## src/utf16_pkg.sv

```systemverilog
// Shared types and constants for the UTF-16 to UTF-8 transcoder.
// Holds the encoder result struct, the byte constants and the register map.
// No dependencies.
package utf16_pkg;

	// Configuration port geometry.
	localparam int ADDR_W = 3;
	localparam int DATA_W = 32;
	localparam logic [0:0] REG_STOP_AT_ZERO = 1'b0;

	// Code unit classification.
	localparam logic [15:0] SURR_MASK = 16'hFC00;
	localparam logic [15:0] HIGH_SURR = 16'hD800;
	localparam logic [15:0] LOW_SURR  = 16'hDC00;
	localparam logic [20:0] SUPP_BASE = 21'h10000;

	// UTF-8 lead and continuation marks.
	localparam logic [7:0] CONT_MARK  = 8'h80;
	localparam logic [7:0] LEAD2_MARK = 8'hC0;
	localparam logic [7:0] LEAD3_MARK = 8'hE0;
	localparam logic [7:0] LEAD4_MARK = 8'hF0;
	localparam logic [7:0] SUBST_BYTE = 8'h3F;

	// Everything one code unit produces, plus the next hold state.
	typedef struct packed {
		logic [3:0][7:0] bytes;
		logic [3:0]      subst;
		logic [2:0]      count;
		logic            held_valid;
		logic [9:0]      held_bits;
	} enc_res_t;

endpackage

```

## src/utf16_enc.sv

```systemverilog
// Combinational encoder: one UTF-16 code unit plus the surrogate hold state
// gives up to four UTF-8 bytes and the next hold state.
// Depends on utf16_pkg.
module utf16_enc (
	input  logic              [15:0] code_unit,
	input  logic                     end_of_text,
	input  logic                     stop_at_zero,
	input  logic                     held_valid,
	input  logic              [9:0]  held_bits,
	output utf16_pkg::enc_res_t      res
);
	import utf16_pkg::*;

	logic            is_high;
	logic            is_low;
	logic            is_stop;
	logic [20:0]     cp;
	logic [2:0][7:0] cur_bytes;
	logic [2:0]      cur_subst;
	logic [1:0]      cur_count;

	assign is_high = (code_unit & SURR_MASK) == HIGH_SURR;
	assign is_low  = (code_unit & SURR_MASK) == LOW_SURR;
	assign is_stop = stop_at_zero && (code_unit == 16'h0000);
	assign cp      = {1'b0, held_bits, code_unit[9:0]} + SUPP_BASE;

	// Bytes caused by the current unit alone, ignoring any held surrogate.
	always_comb begin
		cur_bytes = '0;
		cur_subst = '0;
		cur_count = 2'd0;
		if (is_stop) begin
			cur_count = 2'd0;
		end else if (is_high) begin
			if (end_of_text) begin
				cur_bytes[0] = SUBST_BYTE;
				cur_subst[0] = 1'b1;
				cur_count    = 2'd1;
			end
		end else if (is_low) begin
			cur_bytes[0] = SUBST_BYTE;
			cur_subst[0] = 1'b1;
			cur_count    = 2'd1;
		end else if (code_unit < 16'h0080) begin
			cur_bytes[0] = {1'b0, code_unit[6:0]};
			cur_count    = 2'd1;
		end else if (code_unit < 16'h0800) begin
			cur_bytes[0] = LEAD2_MARK | {3'b000, code_unit[10:6]};
			cur_bytes[1] = CONT_MARK | {2'b00, code_unit[5:0]};
			cur_count    = 2'd2;
		end else begin
			cur_bytes[0] = LEAD3_MARK | {4'h0, code_unit[15:12]};
			cur_bytes[1] = CONT_MARK | {2'b00, code_unit[11:6]};
			cur_bytes[2] = CONT_MARK | {2'b00, code_unit[5:0]};
			cur_count    = 2'd3;
		end
	end

	// Merge with the held surrogate: a pair, a leading '?', or nothing extra.
	always_comb begin
		res = '0;
		if (held_valid && is_low) begin
			res.bytes[0] = LEAD4_MARK | {5'b00000, cp[20:18]};
			res.bytes[1] = CONT_MARK | {2'b00, cp[17:12]};
			res.bytes[2] = CONT_MARK | {2'b00, cp[11:6]};
			res.bytes[3] = CONT_MARK | {2'b00, cp[5:0]};
			res.count    = 3'd4;
		end else if (held_valid) begin
			res.bytes = {cur_bytes, SUBST_BYTE};
			res.subst = {cur_subst, 1'b1};
			res.count = {1'b0, cur_count} + 3'd1;
		end else begin
			res.bytes = {8'h00, cur_bytes};
			res.subst = {1'b0, cur_subst};
			res.count = {1'b0, cur_count};
		end

		// A high surrogate is held unless the text ends here.
		if (!is_stop && is_high && !end_of_text && !(held_valid && is_low)) begin
			res.held_valid = 1'b1;
			res.held_bits  = code_unit[9:0];
		end else begin
			res.held_valid = 1'b0;
			res.held_bits  = held_bits;
		end
	end

endmodule

```

## src/utf16_to_utf8_transcoder.sv

```systemverilog
// UTF-16 to UTF-8 transcoder top level: input register, encoder, byte buffer
// and the APB-style configuration register.
// Depends on utf16_pkg and utf16_enc.
//
// Usage: each input transaction carries one UTF-16 code unit and an
// end_of_text flag. Each output transaction carries one UTF-8 byte; the last
// byte a code unit causes has last_in_run set, and a '?' that replaces a bad
// surrogate has substituted set. A held high surrogate or a terminating zero
// may cause no output at all.
// The first byte of a code unit passes through the input register and then the
// byte buffer. The byte buffer sends one byte per cycle while the receiver does
// not stall, and a code unit causes up to four bytes; single-byte text flows at
// one code unit per cycle while the receiver does not stall.
// A new code unit is taken while the buffer still sends earlier bytes.
// When the receiver stalls, the current byte holds still, and once the input
// register is full in_stall is raised back to the sender.
// Reset clears stop_at_zero, the surrogate hold and all valid flags.
// Register 0 (byte address 0): stop_at_zero in bit 0.
module utf16_to_utf8_transcoder (
	input  logic                           clk,
	input  logic                           arst_n,
	// Input channel.
	input  logic                           in_valid,
	output logic                           in_stall,
	input  logic [15:0]                    code_unit,
	input  logic                           end_of_text,
	// Output channel.
	output logic                           out_valid,
	input  logic                           out_stall,
	output logic [7:0]                     out_byte,
	output logic                           last_in_run,
	output logic                           substituted,
	// Configuration port.
	input  logic                           psel,
	input  logic                           penable,
	input  logic                           pwrite,
	input  logic [utf16_pkg::ADDR_W-1:0]   paddr,
	input  logic [utf16_pkg::DATA_W-1:0]   pwdata,
	output logic [utf16_pkg::DATA_W-1:0]   prdata,
	output logic                           pready
);
	import utf16_pkg::*;

	logic            stop_at_zero_q;
	logic            held_valid_q;
	logic [9:0]      held_bits_q;

	logic            valid_s1;
	logic [15:0]     unit_s1;
	logic            eot_s1;

	logic            valid_s2;
	logic [3:0][7:0] bytes_s2;
	logic [3:0]      subst_s2;
	logic [2:0]      count_s2;
	logic [1:0]      idx_s2;

	enc_res_t        enc;
	logic            in_fire;
	logic            out_fire;
	logic            out_last;
	logic            s2_free;
	logic            advance;
	logic            reg_sel;

	// Configuration register access.
	assign pready  = 1'b1;
	assign reg_sel = paddr[ADDR_W-1:2] == REG_STOP_AT_ZERO;
	assign prdata  = reg_sel ? {{(DATA_W-1){1'b0}}, stop_at_zero_q} : '0;

	always_ff @(posedge clk or negedge arst_n) begin
		if (!arst_n) begin
			stop_at_zero_q <= 1'b0;
		end else if (psel && penable && pwrite && pready && reg_sel) begin
			stop_at_zero_q <= pwdata[0];
		end
	end

	// Handshake control.
	assign out_last = ({1'b0, idx_s2} + 3'd1) == count_s2;
	assign out_fire = valid_s2 && !out_stall;
	assign s2_free  = !valid_s2 || (out_fire && out_last);
	assign advance  = valid_s1 && s2_free;
	assign in_stall = valid_s1 && !s2_free;
	assign in_fire  = in_valid && !in_stall;

	// Input register.
	always_ff @(posedge clk or negedge arst_n) begin
		if (!arst_n) begin
			valid_s1 <= 1'b0;
		end else if (in_fire) begin
			valid_s1 <= 1'b1;
		end else if (advance) begin
			valid_s1 <= 1'b0;
		end
	end

	always_ff @(posedge clk) begin
		if (in_fire) begin
			unit_s1 <= code_unit;
			eot_s1  <= end_of_text;
		end
	end

	utf16_enc u_enc (
		.code_unit    (unit_s1),
		.end_of_text  (eot_s1),
		.stop_at_zero (stop_at_zero_q),
		.held_valid   (held_valid_q),
		.held_bits    (held_bits_q),
		.res          (enc)
	);

	// Surrogate hold, updated as each code unit leaves the input register.
	always_ff @(posedge clk or negedge arst_n) begin
		if (!arst_n) begin
			held_valid_q <= 1'b0;
			held_bits_q  <= '0;
		end else if (advance) begin
			held_valid_q <= enc.held_valid;
			held_bits_q  <= enc.held_bits;
		end
	end

	// Byte buffer: loads a code unit's bytes and sends them one per cycle while out_stall is low.
	always_ff @(posedge clk or negedge arst_n) begin
		if (!arst_n) begin
			valid_s2 <= 1'b0;
			idx_s2   <= '0;
		end else if (advance) begin
			valid_s2 <= enc.count != 3'd0;
			idx_s2   <= '0;
		end else if (out_fire) begin
			if (out_last) begin
				valid_s2 <= 1'b0;
			end else begin
				idx_s2 <= idx_s2 + 2'd1;
			end
		end
	end

	always_ff @(posedge clk) begin
		if (advance) begin
			bytes_s2 <= enc.bytes;
			subst_s2 <= enc.subst;
			count_s2 <= enc.count;
		end
	end

	assign out_valid   = valid_s2;
	assign out_byte    = bytes_s2[idx_s2];
	assign substituted = subst_s2[idx_s2];
	assign last_in_run = out_last;

endmodule
```

## config.mk

```make
export PLATFORM = sky130hd
export DESIGN_NAME = utf16_to_utf8_transcoder
export DESIGN_NICKNAME = d
export VERILOG_FILES = /design/src/utf16_pkg.sv /design/src/utf16_enc.sv /design/src/utf16_to_utf8_transcoder.sv
export SDC_FILE = /design/constraint.sdc
export NUM_CORES = 1
export LEC_CHECK = 0
export BUFFER_PORTS_ARGS = -buffer_cell sky130_fd_sc_hd__buf_2
export CAP_MARGIN = 10
export CELL_PAD_IN_SITES_DETAIL_PLACEMENT = 1
export CELL_PAD_IN_SITES_GLOBAL_PLACEMENT = 1
export CORE_ASPECT_RATIO = 1.2
export CORE_MARGIN = 5
export CORE_UTILIZATION = 45
export DETAILED_ROUTE_END_ITERATION = 12
export GPL_TIMING_DRIVEN = 0
export PLACE_DENSITY_LB_ADDON = 0.1
export SLEW_MARGIN = 10
export SYNTH_ARGS = -nofsm -noshare
export SYNTH_HDL_FRONTEND = slang
export SYNTH_HIERARCHICAL = 1
export SYNTH_SLANG_ARGS = --single-unit
```

## constraint.sdc

```tcl
create_clock -name clk -period 4.7 [get_ports clk]
set_clock_uncertainty 0.05 [all_clocks]
set_input_delay 0.705 -clock clk [delete_from_list [all_inputs] [get_ports clk]]
set_output_delay 0.705 -clock clk [all_outputs]
set_load 0.01 [all_outputs]
```

# Yosys cells after proc, flatten, opt, wreduce, memory -nomap -nowiden
# Index checks and enable logic that the tools add are counted.
[classes]
n_addsub = 4
n_lt_le_gt_ge = 3
eq_ne = 4
n_mux = 37
bitwise = 2
reduce_logical = 31
[op_table]
columns = ["operator", "count"]
rows = [
  ["16-bit two-way mux", 3],
  ["8-bit two-way mux", 5],
  ["39-bit two-way mux", 1],
  ["30-bit two-way mux", 1],
  ["24-bit two-way mux", 1],
  ["20-bit by 17-bit adder with 21-bit output (second input constant)", 1],
  ["8-bit binary-select mux with 2-bit select", 1],
  ["16-bit logical NOT", 1],
  ["16-bit by 12-bit less-than comparator with 1-bit output (second input constant)", 1],
  ["16-bit by 8-bit less-than comparator with 1-bit output (second input constant)", 1],
  ["14-bit two-way mux", 1],
  ["2-bit two-way mux", 7],
  ["1-bit logical AND", 13],
  ["1-bit two-way mux", 13],
  ["6-bit equality test (second input constant)", 2],
  ["11-bit two-way mux", 1],
  ["1-bit logical NOT", 7],
  ["2-bit by 1-bit adder with 3-bit output (second input constant)", 2],
  ["6-bit two-way mux", 1],
  ["2-bit AND reduction", 3],
  ["2-bit nonzero test", 3],
  ["2-bit OR reduction", 2],
  ["3-bit equality test", 1],
  ["2-bit by 3-bit less-than comparator with 1-bit output (second input constant)", 1],
  ["7 further kinds", 8],
]
[totals]
register_bits = 72
output_inout_bits = 45

# Depth between registers and ports, before layout
# Gate-level depths: netlist (run 1).
[logic_depth]
depth_word = 11
ltp_mapped = 10
depth_no_buf = 9

# By module
# The synthesis (run 1) kept the hierarchy.
[modules_own_cells]
columns = ["module", "n_inst", "cells_each", "area_each_um2", "seq_area_each_um2"]
rows = [
  ["utf16_to_utf8_transcoder", 1, 173, 2976.6, 2082.0],
  ["utf16_enc", 1, 153, 938.4, 0.0],
]

# Least setup slack after synthesis (run 1)
# No wires, ideal clock.
[synth_timing]
kind = "reg2reg"
startpoint = "register idx_s2[0]"
endpoint = "register bytes_s2[0] in the netlist's numbering, enable pin"
setup_time_ps = 400
arrival_ps = 2664
required_time_ps = 4250
slack_ps = 1586
stages_incl_launch_ff = 6
n_path_buf = 1
period_less_slack_ps = 3114
cell_sequence = "dfrtp_1 ha_1 xor2_1 o41ai_4 buf_2 and2_1"
[synth_via]
elab_chain_cells = 5
[synth_lines]
columns = ["element", "line", "text"]
rows = [
  ["start: declaration", "utf16_to_utf8_transcoder.sv:56", "logic [1:0] idx_s2;"],
  ["start signal: assignment", "utf16_to_utf8_transcoder.sv:137", "idx_s2 <= idx_s2 + 2'd1;"],
  ["2-bit by 1-bit adder with 3-bit output", "utf16_to_utf8_transcoder.sv:80", "assign out_last = ({1'b0, idx_s2} + 3'd1) == count_s2;"],
  ["3-bit equality test", "utf16_to_utf8_transcoder.sv:80", ""],
  ["1-bit logical AND", "utf16_to_utf8_transcoder.sv:82", "assign s2_free = !valid_s2 || (out_fire && out_last);"],
  ["1-bit logical OR", "utf16_to_utf8_transcoder.sv:82", ""],
  ["1-bit logical AND", "utf16_to_utf8_transcoder.sv:83", "assign advance = valid_s1 && s2_free;"],
  ["named net advance", "utf16_to_utf8_transcoder.sv:63", "logic advance;"],
  ["end signal: assignment", "utf16_to_utf8_transcoder.sv:144", "bytes_s2 <= enc.bytes;"],
  ["end: declaration", "utf16_to_utf8_transcoder.sv:53", "logic [3:0][7:0] bytes_s2;"],
]
# The timed path passes the listed nets, and every way through them passes these cells.
# A chain may end at the register's enable or synchronous reset.

# Worst setup path in the final report (run 1)
[layout_timing]
startpoint = "register idx_s2[0]"
endpoint = "output port in_stall"
[layout_via]
elab_chain_cells = 6
[layout_lines]
columns = ["element", "line", "text"]
rows = [
  ["2-bit by 1-bit adder with 3-bit output", "utf16_to_utf8_transcoder.sv:80", ""],
  ["3-bit equality test", "utf16_to_utf8_transcoder.sv:80", ""],
  ["1-bit logical AND", "utf16_to_utf8_transcoder.sv:82", ""],
  ["1-bit logical OR", "utf16_to_utf8_transcoder.sv:82", ""],
  ["1-bit logical NOT", "utf16_to_utf8_transcoder.sv:84", "assign in_stall = valid_s1 && !s2_free;"],
  ["1-bit logical AND", "utf16_to_utf8_transcoder.sv:84", ""],
  ["end: declaration", "utf16_to_utf8_transcoder.sv:24", "output logic in_stall,"],
]
# Every way passes these cells.

==> metrics.txt, run 1 <==
# TYPE chip_impl_metric gauge
chip_impl_info{name="critical_path.reg2reg.startpoint",value="unit_s1[8]"} 1
chip_impl_metric{name="grt_remaining_overflow",unit=""} 0
chip_impl_metric{name="route.antenna.remaining_nets",unit=""} 0
chip_impl_metric{name="synth_edf_count",unit=""} 56
chip_impl_info{name="final_cell_mix",value="56 x sky130_fd_sc_hd__edfxtp_1, 41 x sky130_fd_sc_hd__buf_2, 36 x sky130_fd_sc_hd__buf_4, 36 x sky130_fd_sc_hd__conb_1, 22 x sky130_fd_sc_hd__nor2_1"} 1
chip_impl_metric{name="core_region_area",unit="sq um"} 8518
chip_impl_metric{name="timing.reg2reg.worst_path_depth",unit=""} 10
chip_impl_metric{name="route.final.wire_length",unit="um"} 9738
chip_impl_metric{name="drt-wirelength-per-cell",unit="um"} 18.41
chip_impl_metric{name="design_area",unit="sq um"} 4529
chip_impl_metric{name="replace_congestion",unit=""} 0.9679
chip_impl_metric{name="area_of_the_mapped_netlist",unit="sq um"} 3915
chip_impl_metric{name="worstMarginPinSlew",unit="ps"} 1085
chip_impl_info{name="critPathKind",value="register to output pin"} 1
chip_impl_metric{name="grt_util_all_layers",unit="%"} 19.42
chip_impl_metric{name="cap_violations",unit=""} 0
chip_impl_metric{name="async_reset_ff_share",unit="%"} 22.22
chip_impl_metric{name="ctsHoldBuffers",unit=""} 0
chip_impl_metric{name="number_of_vias_per_cell_after_detailed_routing",unit=""} 5.302
chip_impl_metric{name="numCtsBuffers",unit=""} 9
chip_impl_metric{name="worst-r2r-setup-slack",unit="ps"} 1470
chip_impl_metric{name="setup_total_negative_slack",unit="ps"} 0
chip_impl_metric{name="detailroute.via_count",unit=""} 2805
chip_impl_metric{name="io_buffers",unit=""} 38
chip_impl_metric{name="hold_violations",unit=""} 0
chip_impl_info{name="setup.worst_path.start_class",value="register"} 1
chip_impl_metric{name="die_h",unit="um"} 112.2
chip_impl_info{name="r2r_end",value="out_valid"} 1
chip_impl_metric{name="synth-seq-cells",unit=""} 72
chip_impl_info{name="critical_path.startpoint",value="idx_s2[0]"} 1
chip_impl_metric{name="maxClockFrequency",unit="MHz"} 306.0
chip_impl_info{name="root_buf_cell",value="sky130_fd_sc_hd__clkbuf_8"} 1
chip_impl_metric{name="grt_pass1_vias",unit=""} 2768
chip_impl_metric{name="filler_cell_count",unit=""} 971
chip_impl_metric{name="max_slew_margin",unit="%"} 27.02
chip_impl_metric{name="num_rows",unit=""} 37
chip_impl_metric{name="start_util",unit="%"} 45.96
chip_impl_metric{name="timing.critical_path.required",unit="ps"} 3940
chip_impl_info{name="most_used_dff_post_synth",value="sky130_fd_sc_hd__edfxtp_1"} 1
chip_impl_info{name="clock_tree_from_tritoncts",value="built"} 1
chip_impl_metric{name="dieArea",unit="sq um"} 10670
chip_impl_metric{name="drc_errors",unit=""} 0
chip_impl_metric{name="clk_path_buf_depth",unit=""} 2
chip_impl_metric{name="first_iter_violations",unit=""} 117
chip_impl_metric{name="lkg_pwr",unit="uW"} 0.001829
chip_impl_metric{name="syn_area_per_cell",unit="sq um"} 12.01
chip_impl_metric{name="nNetsFinal",unit=""} 470
chip_impl_metric{name="crit_arrival",unit="ps"} 2510
chip_impl_metric{name="post_cts.repair.setup_buffers",unit=""} 0
chip_impl_metric{name="yosys_warnings",unit=""} 6
chip_impl_metric{name="setup-violations-final",unit=""} 0
chip_impl_metric{name="yosysSeqAreaShare",unit="%"} 53.18
chip_impl_metric{name="clock_pin_slew_reported_for_the_worst_setup_and_hold_paths_after_clock_tree_synthesis",unit="ps"} 70
chip_impl_metric{name="detailed_router_iteration_count_before_antenna_repair",unit=""} 4
chip_impl_metric{name="worstSkewPairLatency",unit="ps"} 360
chip_impl_info{name="worst_hold_path_type",value="input port to async pin"} 1
chip_impl_info{name="layout.cells.most_common",value="sky130_fd_sc_hd__edfxtp_1"} 1
chip_impl_metric{name="ir_worst_vdd",unit="V"} 0.0002319
chip_impl_metric{name="synth.distinct_cells",unit=""} 50
chip_impl_metric{name="insertedDiodeCount",unit=""} 0
chip_impl_metric{name="antenna_violations_before_repair",unit=""} 0
chip_impl_metric{name="die_w",unit="um"} 95.15
chip_impl_metric{name="hpwl",unit="um"} 7442
chip_impl_metric{name="cts-htree-levels",unit=""} 3
chip_impl_info{name="grt_setup_unrepaired",value="false"} 1
chip_impl_metric{name="cts.repair.resized",unit=""} 0
chip_impl_metric{name="grt_max_degree",unit=""} 40
chip_impl_metric{name="area_delta_synth_final",unit="%"} 15.69
chip_impl_metric{name="synthesis.instances",unit=""} 326
chip_impl_metric{name="timing.final.crit_share",unit="%"} 69.53
chip_impl_metric{name="post_dp_cell_area",unit="sq um"} 4377
chip_impl_metric{name="power.density_cell_area",unit="nW/um^2"} 456.2
chip_impl_metric{name="fin_crit",unit="ps"} 3268
chip_impl_metric{name="boundaryPins",unit=""} 104
chip_impl_metric{name="final_layout_size_suffix_gt1_share",unit="%"} 27.91
chip_impl_info{name="crit_end",value="in_stall"} 1
chip_impl_metric{name="cts_sinks",unit=""} 72
chip_impl_metric{name="grt_first_pass_wirelength",unit="um"} 15530
chip_impl_metric{name="final-max-slew-violation-count",unit=""} 0
chip_impl_info{name="run_status",value="completed"} 1
chip_impl_info{name="end_kind",value="output pin"} 1
chip_impl_metric{name="crit_fanout",unit=""} 10
[worst min-delay path by stage]
stage / from / endpoint / slack [ps] / cells after the start
2_1_floorplan: arst_n / held_bits_q[0] / 360 / 0
3_3_place_gp: stop_at_zero_q / stop_at_zero_q / 490 / 1
3_5_place_dp: stop_at_zero_q / stop_at_zero_q / 480 / 1
4_1_cts: arst_n / held_bits_q[3] / 210 / 1
5_1_grt: arst_n / idx_s2[1] / 240 / 1
6_report: arst_n / idx_s2[1] / 210 / 1
[cells in the mapped netlist (2+ instances only)]
library cell / instances / share of area [%]
sky130_fd_sc_hd__o221ai_1: 4 / 0.89
sky130_fd_sc_hd__nand3_1: 5 / 0.64
sky130_fd_sc_hd__edfxtp_1: 56 / 43
sky130_fd_sc_hd__buf_4: 36 / 6.9
sky130_fd_sc_hd__a22o_1: 4 / 0.89
sky130_fd_sc_hd__xor2_1: 2 / 0.45
sky130_fd_sc_hd__clkbuf_1: 12 / 1.2
sky130_fd_sc_hd__a31oi_1: 5 / 0.80
sky130_fd_sc_hd__a32o_1: 11 / 2.8
sky130_fd_sc_hd__or4_4: 2 / 0.58
sky130_fd_sc_hd__o21bai_1: 3 / 0.58
sky130_fd_sc_hd__xnor2_1: 3 / 0.67
sky130_fd_sc_hd__conb_1: 3 / 0.29
sky130_fd_sc_hd__and3_1: 7 / 1.1
sky130_fd_sc_hd__nor2_1: 22 / 2.1
sky130_fd_sc_hd__nor2b_1: 3 / 0.48
sky130_fd_sc_hd__mux2i_1: 3 / 0.77
sky130_fd_sc_hd__o21a_1: 4 / 0.77
sky130_fd_sc_hd__nor4b_1: 2 / 0.45
sky130_fd_sc_hd__inv_1: 5 / 0.48
sky130_fd_sc_hd__dfrtp_1: 16 / 10
sky130_fd_sc_hd__nor3_1: 6 / 0.77
sky130_fd_sc_hd__mux4_2: 8 / 4.6
sky130_fd_sc_hd__and2_1: 19 / 3.0
sky130_fd_sc_hd__ha_1: 3 / 0.96
sky130_fd_sc_hd__buf_2: 3 / 0.38
sky130_fd_sc_hd__nand2b_1: 4 / 0.64
sky130_fd_sc_hd__or4_1: 2 / 0.38
sky130_fd_sc_hd__o31ai_1: 3 / 0.58
sky130_fd_sc_hd__or2_2: 2 / 0.32
sky130_fd_sc_hd__nand2_1: 17 / 1.6
sky130_fd_sc_hd__o211ai_1: 4 / 0.77
sky130_fd_sc_hd__a21oi_1: 8 / 1.0
sky130_fd_sc_hd__mux2_2: 9 / 2.6
sky130_fd_sc_hd__o311ai_0: 2 / 0.45
sky130_fd_sc_hd__o21ai_0: 14 / 1.8
[cell families after synthesis]
family,count (synthesis),share of synthesized area (%)
flip-flops,72,53.18
other,3,0.2876
AO/OA/AOI/OAI,69,13.58
AND/OR/NAND/NOR,95,12.94
adder cells (fa/ha/maj),3,0.9589
XOR/XNOR,5,1.119
multiplexers,21,8.629
buffers and inverters,58,9.300
[cell type report]
type | count | area, sq um | share of cell area, %
Buffer | 53 | 345.3 | 7.624
Multi-Input combinational cell | 229 | 1594 | 35.19
Timing Repair Buffer | 38 | 190.2 | 4.199
Clock buffer | 10 | 127.6 | 2.818
Clock inverter | 5 | 25.02 | 0.5525
Tap cell | 117 | 146.4 | 3.232
Sequential cell | 72 | 2082 | 45.97
Inverter | 5 | 18.77 | 0.4144
[metal layers]
metal | vias up | part of all wire [%] | track usage, %
li1 | 1320 | - | -
met1 | 1373 | 42 | 25.42
met2 | 89 | 49 | 30.78
met3 | 23 | 5.4 | 3.485
met4 | 0 | 3.3 | 9.432
met5 | - | 0 | 0
[metrics by stage]
stage / total power, uW / hold slack (ps) / setup WS, ps / std cells / utilization, %
6_report: 2066 / 206.6 / 1432 / 529 / 53.17
5_1_grt: 2194 / 236.0 / 1274 / 529 / 53.17
4_1_cts: 2086 / 209.8 / 1398 / 529 / 53.17
3_5_place_dp: 1680 / 480.8 / 1494 / 514 / 51.38
3_3_place_gp: 1652 / 491.2 / 1025 / 514 / 51.37
2_1_floorplan: 1442 / 359.4 / 1586 / 359 / -
[worst max-delay path, stage by stage, from the launching register on]
cell and delay (ps):
sky130_fd_sc_hd__dfrtp_1 470, sky130_fd_sc_hd__ha_1 350, sky130_fd_sc_hd__xor2_1 240, sky130_fd_sc_hd__o41ai_4 570, sky130_fd_sc_hd__buf_2 320, sky130_fd_sc_hd__nor2_1 60
sky130_fd_sc_hd__buf_2 140
[sequential cells by signal, indices dropped and copies added, names as in the netlist]
register        cells
held_valid_q        1
unit_s1            16
bytes_s2           32
count_s2            3
held_bits_q        10
stop_at_zero_q      1
out_valid           1
idx_s2              2
subst_s2            4
eot_s1              1
valid_s1            1
[report_power, final]
| group | leakage, uW | internal (uW) | switching, uW |
|---|---|---|---|
| Sequential | 0.000709 | 862 | 100 |
| Clock | 0.0000770 | 183 | 225 |
| Combinational | 0.00104 | 305 | 391 |
No activity file was read; power rests on OpenSTA's default activity.
==> inputs of run 2 (changes only) <==
ABC_AREA = 1   (was not set)
CORE_UTILIZATION = 40   (was 45)
clock period = 3.3 ns   (was 4.7 ns; I/O delays follow)
==> run 2 against run 1 <==
Compared with the run above: clock power up 140%; utilization fell by 5.4 points; cell count increased by 29%; worst hold slack lost 180 ps; synthesized area increased by 7.2%; combinational power increased by 38%; sequential share of layout area fell by 4.1 points; sequential cell count is the same; synthesized cell count up 44%; routed wire length rose by 16%; critical path type unchanged; largest power group unchanged.
==> metrics.txt, run 2 <==
# TYPE chip_impl_metric gauge
chip_impl_metric{name="die_h",unit="um"} 122.2
chip_impl_metric{name="max_slew_margin",unit="%"} 46.41
chip_impl_metric{name="cell_internal_pwr",unit="uW"} 2121
chip_impl_metric{name="syn_area_per_cell",unit="sq um"} 8.950
chip_impl_info{name="most_used_dff_post_synth",value="sky130_fd_sc_hd__edfxtp_1"} 1
chip_impl_metric{name="sequentialPowerShare",unit="%"} 38.7
chip_impl_metric{name="io_buffers",unit=""} 38
chip_impl_metric{name="synth-seq-cells",unit=""} 72
chip_impl_metric{name="route.final.wire_length",unit="um"} 11260
chip_impl_info{name="post-synth-top-count-cell",value="sky130_fd_sc_hd__nand2_1"} 1
chip_impl_metric{name="power_frac_comb",unit="%"} 30.2
chip_impl_info{name="setup.worst_path.start_class",value="register"} 1
chip_impl_metric{name="hold_violations",unit=""} 0
chip_impl_metric{name="grt_util_all_layers",unit="%"} 18.54
chip_impl_info{name="grt_setup_unrepaired",value="false"} 1
chip_impl_metric{name="grt_first_pass_wirelength",unit="um"} 18340
chip_impl_metric{name="number_of_vias_per_cell_after_detailed_routing",unit=""} 4.903
chip_impl_metric{name="synthesis.instances",unit=""} 469
chip_impl_metric{name="async_reset_ff_share",unit="%"} 22.22
chip_impl_metric{name="dieArea",unit="sq um"} 12650
chip_impl_metric{name="die_w",unit="um"} 103.5
chip_impl_metric{name="synth_edf_count",unit=""} 56
chip_impl_metric{name="lkg_pwr",unit="uW"} 0.002371
chip_impl_metric{name="insertedDiodeCount",unit=""} 0
chip_impl_metric{name="setup-violations-final",unit=""} 0
chip_impl_metric{name="numCtsBuffers",unit=""} 9
chip_impl_metric{name="max_ffs_per_register",unit=""} 32
chip_impl_metric{name="ctsHoldBuffers",unit=""} 0
chip_impl_metric{name="yosys.area.top_type_share",unit="%"} 40.06
chip_impl_metric{name="cap_violations",unit=""} 0
chip_impl_metric{name="clk_path_buf_depth",unit=""} 2
chip_impl_info{name="end_kind",value="output pin"} 1
chip_impl_info{name="clock_tree_from_tritoncts",value="built"} 1
chip_impl_metric{name="final_layout_size_suffix_gt1_share",unit="%"} 25.45
chip_impl_info{name="layout.cells.most_common",value="sky130_fd_sc_hd__nand2_1"} 1
chip_impl_metric{name="grt_remaining_overflow",unit=""} 0
chip_impl_metric{name="antenna_violations_before_repair",unit=""} 0
chip_impl_metric{name="cts_sinks",unit=""} 72
chip_impl_metric{name="cts.repair.resized",unit=""} 0
chip_impl_metric{name="first_iter_violations",unit=""} 147
chip_impl_metric{name="post_cts.repair.setup_buffers",unit=""} 0
chip_impl_metric{name="timing.final.crit_share",unit="%"} 74.64
chip_impl_metric{name="nNetsFinal",unit=""} 613
chip_impl_metric{name="drc_errors",unit=""} 0
chip_impl_metric{name="crit_fanout",unit=""} 5
chip_impl_info{name="yosysTopAreaCell",value="sky130_fd_sc_hd__edfxtp_1"} 1
chip_impl_metric{name="clock_power_share",unit="%"} 31.2
chip_impl_info{name="final_cell_mix",value="104 x sky130_fd_sc_hd__nand2_1, 56 x sky130_fd_sc_hd__edfxtp_1, 47 x sky130_fd_sc_hd__buf_2, 47 x sky130_fd_sc_hd__nor2_1, 37 x sky130_fd_sc_hd__buf_4"} 1
chip_impl_metric{name="maxClockFrequency",unit="MHz"} 406.0
chip_impl_metric{name="replace_congestion",unit=""} 0.8857
chip_impl_metric{name="ir_worst_vdd",unit="V"} 0.0002780
chip_impl_metric{name="detailed_router_iteration_count_before_antenna_repair",unit=""} 4
chip_impl_metric{name="route.antenna.remaining_nets",unit=""} 0
chip_impl_metric{name="post_dp_cell_area",unit="sq um"} 4673
chip_impl_metric{name="area_delta_synth_final",unit="%"} 18.45
chip_impl_metric{name="sw_power",unit="uW"} 1069
chip_impl_metric{name="switching_share",unit="%"} 33.51
chip_impl_metric{name="final-max-slew-violation-count",unit=""} 0
chip_impl_metric{name="drt-wirelength-per-cell",unit="um"} 16.49
chip_impl_info{name="worst_hold_path_type",value="input port to async pin"} 1
chip_impl_metric{name="crit_arrival",unit="ps"} 1920
chip_impl_metric{name="core_region_area",unit="sq um"} 10410
chip_impl_metric{name="synth.distinct_cells",unit=""} 39
chip_impl_info{name="largest_registers",value="bytes_s2 (32), unit_s1 (16), held_bits_q (10)"} 1
chip_impl_info{name="synth_common_cells",value="104 x sky130_fd_sc_hd__nand2_1, 56 x sky130_fd_sc_hd__edfxtp_1, 47 x sky130_fd_sc_hd__nor2_1"} 1
chip_impl_metric{name="hpwl",unit="um"} 8635
chip_impl_metric{name="timing.critical_path.required",unit="ps"} 2750
chip_impl_info{name="run_status",value="completed"} 1
chip_impl_metric{name="area_of_the_mapped_netlist",unit="sq um"} 4198
chip_impl_metric{name="fin_crit",unit="ps"} 2463
chip_impl_info{name="post_synth_main_area_contributors",value="sky130_fd_sc_hd__edfxtp_1 40%, sky130_fd_sc_hd__dfrtp_1 9.5%, sky130_fd_sc_hd__nand2_1 9.3%"} 1
chip_impl_metric{name="clock_pin_slew_reported_for_the_worst_setup_and_hold_paths_after_clock_tree_synthesis",unit="ps"} 50
chip_impl_metric{name="worstSkewPairLatency",unit="ps"} 330
chip_impl_metric{name="filler_cell_count",unit=""} 1257
chip_impl_metric{name="num_rows",unit=""} 41
chip_impl_metric{name="design_area",unit="sq um"} 4972
chip_impl_metric{name="yosys_warnings",unit=""} 6
chip_impl_metric{name="power.density_cell_area",unit="nW/um^2"} 641.6
chip_impl_info{name="root_buf_cell",value="sky130_fd_sc_hd__clkbuf_16"} 1
chip_impl_metric{name="start_util",unit="%"} 40.31
chip_impl_metric{name="grt_pass1_vias",unit=""} 3501
chip_impl_info{name="register_bank_with_the_most_flops",value="bytes_s2"} 1
chip_impl_metric{name="boundaryPins",unit=""} 104
chip_impl_info{name="critPathKind",value="register to output pin"} 1
chip_impl_metric{name="detailroute.via_count",unit=""} 3349
chip_impl_metric{name="multi_input_comb_area",unit="sq um"} 1695
chip_impl_metric{name="setup_total_negative_slack",unit="ps"} 0
chip_impl_metric{name="cts-htree-levels",unit=""} 3
chip_impl_metric{name="worstMarginPinSlew",unit="ps"} 802.7
chip_impl_metric{name="yosysSeqAreaShare",unit="%"} 49.60
chip_impl_metric{name="grt_max_degree",unit=""} 41
chip_impl_metric{name="area_used_by_sequential_logic_in_the_layout",unit="sq um"} 2082
[run 2: worst max-delay path, stage by stage, from the launching register on]
cell and delay [ps]:
sky130_fd_sc_hd__dfrtp_1 420, sky130_fd_sc_hd__ha_1 340, sky130_fd_sc_hd__xnor2_1 190, sky130_fd_sc_hd__nand3_2 160, sky130_fd_sc_hd__nand2_4 130, sky130_fd_sc_hd__nand2_1 60, sky130_fd_sc_hd__nand2_1 120, sky130_fd_sc_hd__inv_1 50
sky130_fd_sc_hd__buf_2 130
[run 2: logic make-up (layout without fill, tap and decap cells)]
kind of cell    count (synthesis)  count (layout)  synth area share (%)
xor+xnor                        3               3                0.6260
other cells                     3              36                0.2682
buf+inv                        96             148                 12.97
fa+ha+maj                       3               3                0.8943
flops                          72              72                 49.60
compound gates                 53              53                 7.213
simple gates                  239             239                 28.44
[run 2: power by group through the flow]
| stage | Clock, uW | Sequential [uW] | Combinational, uW |
|---|---|---|---|
| 6_report | 994 | 1230 | 962 |
| 5_1_grt | 1060 | 1250 | 1080 |
| 4_1_cts | 1020 | 1240 | 987 |
| 3_5_place_dp | 0 | 1250 | 979 |
| 3_3_place_gp | 0 | 1250 | 949 |
| 2_1_floorplan | 0 | 1220 | 662 |
[run 2: area by class of cell]
cell class | instances | area share [%]
well taps | 129 | 3.246
plain buffers | 54 | 7.549
repair buffers | 38 | 3.825
flip-flops and latches | 72 | 41.87
multi-input cells | 334 | 34.10
inverters | 42 | 3.397
clock buffers | 9 | 4.529
clock inverters | 5 | 1.485
[run 2: worst paths after layout]
path                                      from              to  slack (ps)  cells past startpoint
worst max-delay path                 idx_s2[0]        in_stall         840                      8
worst min-delay path                    arst_n       idx_s2[1]          20                      1
worst max register to register       idx_s2[0]    bytes_s2[14]         930                      6
worst min register to register  held_bits_q[0]  held_bits_q[0]         470                      2
max in group asynchronous               arst_n  held_bits_q[6]        2900                      1
min in group clk                 code_unit[11]     unit_s1[11]         280                      1
[run 2: metal layers]
layer	global-route usage, %	vias up	part of all wire, %
met3	4.419	17	5.4
li1	-	1664	-
met1	21.62	1571	41
met4	8.696	0	2.6
met5	0	-	0
met2	32.26	97	51
[run 2: per-stage QoR]
stage | util (%) | cells | hold WS, ps | setup WS [ps] | power [uW]
final | 47.75 | 683 | 23.33 | 837.0 | 3190
after global routing | 47.75 | 683 | 58.67 | 682.9 | 3396
after CTS | 47.75 | 683 | 30.58 | 800.7 | 3242
after detailed placement | 44.88 | 669 | 386.5 | 890.8 | 2233
after global placement | 44.88 | 669 | 381.6 | 469.5 | 2198
after floorplan | - | 502 | 149.4 | 837.0 | 1886
